--- src/bsc_pkg.sv ---
// Shared types and constants for the bond sphere cover block.
`timescale 1ns / 1ps
package bsc_pkg;

  localparam int MAX_SPHERES_DEF     = 64;
  localparam int MAX_CORRECTIONS_DEF = 5;

  localparam int COORD_W = 32;
  localparam int MAG_W   = 33;
  localparam int LEN_W   = 33;
  localparam int SUM_W   = 66;
  localparam int VOL_W   = 70;
  localparam int A_W     = 70;
  localparam int B_W     = 34;
  localparam int RES_W   = 104;
  localparam int REM_W   = 34;
  localparam int IDX_W   = 6;
  localparam int CNT_W   = 7;

  // pi in Q2.30, rounded to nearest
  localparam logic [31:0] PI_Q = 32'hC90FDAA2;

  typedef enum logic [2:0] {
    ALU_MUL  = 3'b001,
    ALU_DIV  = 3'b010,
    ALU_SQRT = 3'b100
  } alu_op_t;

  typedef struct packed {
    logic           start;
    alu_op_t        op;
    logic [A_W-1:0] a;
    logic [B_W-1:0] b;
  } alu_cmd_t;

  typedef struct packed {
    logic             done;
    logic [RES_W-1:0] res;
    logic [REM_W-1:0] rem;
  } alu_rsp_t;

  typedef struct packed {
    logic [2:0][COORD_W-1:0] start;
    logic [2:0]              neg;
    logic [2:0][MAG_W-1:0]   q0;
    logic [2:0][LEN_W-1:0]   r0;
    logic [2:0][MAG_W-1:0]   qs;
    logic [2:0][LEN_W-1:0]   rs;
    logic [LEN_W-1:0]        dlen;
    logic [LEN_W-1:0]        radius;
    logic [CNT_W-1:0]        count;
    logic                    sat;
  } emit_load_t;

endpackage

--- src/bsc_emit.sv ---
// Sphere emitter: steps the center offsets by exact quotient/remainder adds, one beat per sphere.
`timescale 1ns / 1ps
module bsc_emit import bsc_pkg::*; (
  input  logic                      clk,
  input  logic                      rst,
  input  logic                      load,
  input  emit_load_t                ld,
  output logic                      sphere_valid,
  input  logic                      sphere_stall,
  output logic [IDX_W-1:0]          sphere_index,
  output logic signed [COORD_W-1:0] center_x,
  output logic signed [COORD_W-1:0] center_y,
  output logic signed [COORD_W-1:0] center_z,
  output logic [LEN_W-1:0]          radius,
  output logic [CNT_W-1:0]          sphere_count,
  output logic                      saturated,
  output logic                      last,
  output logic                      done
);

  logic                    valid;
  logic [IDX_W-1:0]        idx;
  logic [2:0][MAG_W-1:0]   off;
  logic [2:0][LEN_W-1:0]   rm;
  logic [2:0][COORD_W-1:0] st;
  logic [2:0]              neg;
  logic [2:0][MAG_W-1:0]   qs;
  logic [2:0][LEN_W-1:0]   rs;
  logic [LEN_W-1:0]        dlen;
  logic [LEN_W-1:0]        rad;
  logic [CNT_W-1:0]        count;
  logic                    sat;

  logic [2:0][MAG_W-1:0]   off_next;
  logic [2:0][LEN_W-1:0]   rm_next;
  logic [2:0][COORD_W-1:0] ctr;
  logic [LEN_W:0]          rsum;
  logic                    wrap;
  logic                    is_last;

  always_comb begin
    for (int a = 0; a < 3; a++) begin
      rsum        = {1'b0, rm[a]} + {1'b0, rs[a]};
      wrap        = (dlen != '0) && (rsum >= {1'b0, dlen});
      rm_next[a]  = wrap ? LEN_W'(rsum - {1'b0, dlen}) : rsum[LEN_W-1:0];
      off_next[a] = off[a] + qs[a] + MAG_W'(wrap);
      ctr[a]      = neg[a] ? st[a] - off[a][COORD_W-1:0] : st[a] + off[a][COORD_W-1:0];
    end
    is_last = ({1'b0, idx} + 7'd1) == count;
  end

  always_ff @(posedge clk) begin
    if (rst) begin
      valid <= 1'b0;
    end else if (load) begin
      valid <= 1'b1;
      idx   <= '0;
      off   <= ld.q0;
      rm    <= ld.r0;
      st    <= ld.start;
      neg   <= ld.neg;
      qs    <= ld.qs;
      rs    <= ld.rs;
      dlen  <= ld.dlen;
      rad   <= ld.radius;
      count <= ld.count;
      sat   <= ld.sat;
    end else if (valid && !sphere_stall) begin
      // advance to the next sphere, or drop valid after the last beat
      if (is_last) begin
        valid <= 1'b0;
      end else begin
        idx <= idx + 6'd1;
        off <= off_next;
        rm  <= rm_next;
      end
    end
  end

  always_comb begin
    sphere_valid = valid;
    sphere_index = idx;
    center_x     = ctr[0];
    center_y     = ctr[1];
    center_z     = ctr[2];
    radius       = rad;
    sphere_count = count;
    saturated    = sat;
    last         = is_last;
    done         = valid && !sphere_stall && is_last;
  end

endmodule

--- config.mk ---
export PLATFORM = sky130hd
export DESIGN_NAME = bsc_emit
export DESIGN_NICKNAME = d
export VERILOG_FILES = /design/src/bsc_pkg.sv /design/src/bsc_emit.sv
export SDC_FILE = /design/constraint.sdc
export NUM_CORES = 1
export LEC_CHECK = 0
export CELL_PAD_IN_SITES_DETAIL_PLACEMENT = 1
export CELL_PAD_IN_SITES_GLOBAL_PLACEMENT = 1
export CORE_MARGIN = 5
export CORE_UTILIZATION = 30
export CTS_CLUSTER_DIAMETER = 200
export CTS_CLUSTER_SIZE = 30
export DETAILED_ROUTE_END_ITERATION = 10
export DONT_BUFFER_PORTS = 1
export GPL_TIMING_DRIVEN = 0
export PLACE_DENSITY = 0.5
export REMOVE_ABC_BUFFERS = 1
export SYNTH_ARGS = -nofsm -noshare
export SYNTH_HDL_FRONTEND = slang
export SYNTH_SLANG_ARGS = --single-unit
--- constraint.sdc ---
create_clock -name clk -period 39.5 [get_ports clk]
set_input_delay 7.9 -clock clk [delete_from_list [all_inputs] [get_ports clk]]
set_output_delay 7.9 -clock clk [all_outputs]
set_load 0.01 [all_outputs]
==> impl_metrics.yaml <==
power:
  power.leakage_nw: 16.59
  power_mw: 2.521
  power_density_nw_per_um2: 58.39
  max-vdd-ir-drop_mv: 0.03603
worst_setup_path:
  critPathSlowestCell: "and3_1"
  reg2reg_depth: 29
  crit_arrival_ns: 8.15
  cpLargestDelayFamily: "simple AND/OR/NAND/NOR gates"
  cp_num_buf_inv: 1
  critical_path.cell_chain: "inv_1 -> and3_1"
  worstSetupPathType: "input port to primary output"
  cp_data_required_time_ns: 31.60
  cp_max_fo: 2
  worstReg2RegEnd: "off[63]$_DFFE_PP_"
  critPathMaxStageDelay_ns: 0.20
  regToRegSetupSlack_ns: 29.74
  endpoint_kind: "primary output"
  r2r-start: "rs[33]$_DFFE_PP_"
  start_kind: "input port"
clocking:
  cts_tree: "done"
  cts_setup_buffers: 0
  htreeDepth: 1
  cts_buffer_depth: 3
  clk_latency_ns: 0.64
  cts_sinks: 570
  clk_pin_slew_ns: 0.12
  cts-root-buf: "clkbuf_16"
  cts_hold_buffers: 0
  cts_resized: 0
  cts_buffers: 22
place:
  hpwl_mm: 108.7
  dp_cells: 5650
  routabilityCongestion: 0.7991
  place_area_um2: 42450
  port_buffers: 0
  place_ws_ns: 23.44
synthesis:
  synth_top_area_share_pct: 42.69
  synthArstFlopShare_pct: 0
  syn_area_per_cell_um2: 10.16
  ys_seq_area_share_pct: 42.74
  synth_edf_count: 569
  synth.area.top_cells: "edfxtp_1 43%, ha_1 12%, xnor2_1 6.9%"
  syn_area_um2: 40020
  netlist_instances: 3939
  synth_seq_cells: 570
  ys.warnings.count: 0
  ys.flop_type: "edfxtp_1"
  synth_cell_types: 98
  yosysTopAreaCell: "edfxtp_1"
finish:
  drive_gt1_share_pct: 3.015
  fillers: 14940
  layout_common_cells: "569 x edfxtp_1, 388 x a21oi_1, 385 x ha_1, 315 x nor2_1, 315 x xnor2_1"
  syn2layout_area_growth_pct: 7.875
  final_common_cell: "edfxtp_1"
  num-nets-final: 4877
  final_cells: 5720
  utilization_pct: 32.47
  design_area_um2: 43170
drt:
  wl_per_cell_um: 23.47
  routed_wl_mm: 134.3
  drtAntennaViolNets: 0
  num_vias: 29750
  viasPerCell: 5.201
  firstDrtPassIters: 4
  dr.first_iter.drc_count: 1254
  drc: 0
min_path:
  hold_class: "flip-flop to flip-flop"
  hold_depth: 2
  hold_start: "sphere_valid$_SDFFE_PP0P_"
  min_delay_worst_endpoint: "sphere_valid$_SDFFE_PP0P_"
job:
  drv_cap: 0
sta:
  rsz0062_at_grt: "no"
  maxClockFrequency_ghz: 0.06229
  worst_slack_ns: 23.45
  hold_violations: 0
  fin_worst_skew_ns: 0.02695
  layout_min_cycle_time_ns: 16.05
  setup_tns_ns: 0
  setup_viol: 0
  maxSlewHeadroom_pct: 15.27
  period_share_pct: 40.64
  tightest_slew_ns: 1.259
  drv_slew: 0
  whs_ns: 0.5647
grt:
  grt_max_degree: 313
  grt_overflow: 0
  grt_pass1_wl_mm: 196.3
  gr-usage-all-layers_pct: 18.10
  antenna_found_initial: 88
  first_global_vias: 30800
die:
  start_util_pct: 30.10
  fp.dieArea_um2: 140800
  fp.coreArea_um2: 133000
  ios: 719
  fp.dieW_um: 375.3
  die_y_um: 375.3
  rows: 134
outcome:
  status: "complete, no violations"
==> cells by family (layout without fill, tap and decap cells) <==
| logic type | count (synthesis) | count (layout) | synth area share, % |
|---|---|---|---|
| compound gates | 1221 | 1221 | 19.66 |
| simple gates | 1011 | 1011 | 11.67 |
| flops | 570 | 570 | 42.74 |
| xor+xnor | 435 | 435 | 9.520 |
| fa+ha+maj | 397 | 397 | 12.64 |
| buf+inv | 255 | 230 | 2.495 |
| mux | 50 | 50 | 1.279 |
| other cells | 0 | 38 | 0 |
==> where the power goes <==
group          total [mW]  switching (mW)  internal, mW
Sequential          0.791          0.0378         0.753
Clock               0.311           0.203         0.109
Combinational        1.42           0.844         0.574
Total                2.52            1.08          1.44
==> layout make-up <==
type                       instances  area (um^2)  area share, %
multi-input combinational       3114        21950          50.84
timing repair buffer              27        555.5          1.287
antenna                           38        95.09         0.2203
tap                             1768         2212          5.124
inverter                         172        648.1          1.501
sequential                       570        17110          39.62
clock buffer                      31        605.6          1.403
==> flip-flops by register name, summed over array words and instances (netlist names) <==
register and cells:
qs 96, radius 33, sphere_index 6, neg 3, sphere_valid 1, dlen 33, rs 99, saturated 1
sphere_count 7, st 96, off 96, rm 99
==> per-layer routing <==
layer  vias to the layer above  routed length, um  track usage (%)
li1                      14640                  -                -
met3                       146               7268            3.360
met2                       573              63780            30.86
met4                        20               3193            4.322
met1                     14370              59880            23.79
met5                         -                131                0
==> cells in the mapped netlist, drive strengths merged (57+ instances only) <==
master,instances
o21a,58
xnor2,315
edfxtp,569
a21oi,390
xor2,120
clkbuf,57
ha,385
o21ai,276
nor2,317
a21o,173
nor3,81
inv,172
nand2,307
==> worst max-delay path by stage <==
| stage | start | endpoint | slack, ns | cells past startpoint |
|---|---|---|---|---|
| finish | sphere_stall | done | 23.45 | 2 |
| global route | sphere_stall | done | 23.43 | 2 |
| CTS | sphere_stall | done | 23.44 | 2 |
| detailed placement | sphere_stall | done | 23.44 | 2 |
| global placement | load | st[92]$_DFFE_PP_ | -3.54 | 2 |
| floorplan | load | dlen[0]$_DFFE_PP_ | 14.02 | 2 |
(Power assumes the default switching activity.)
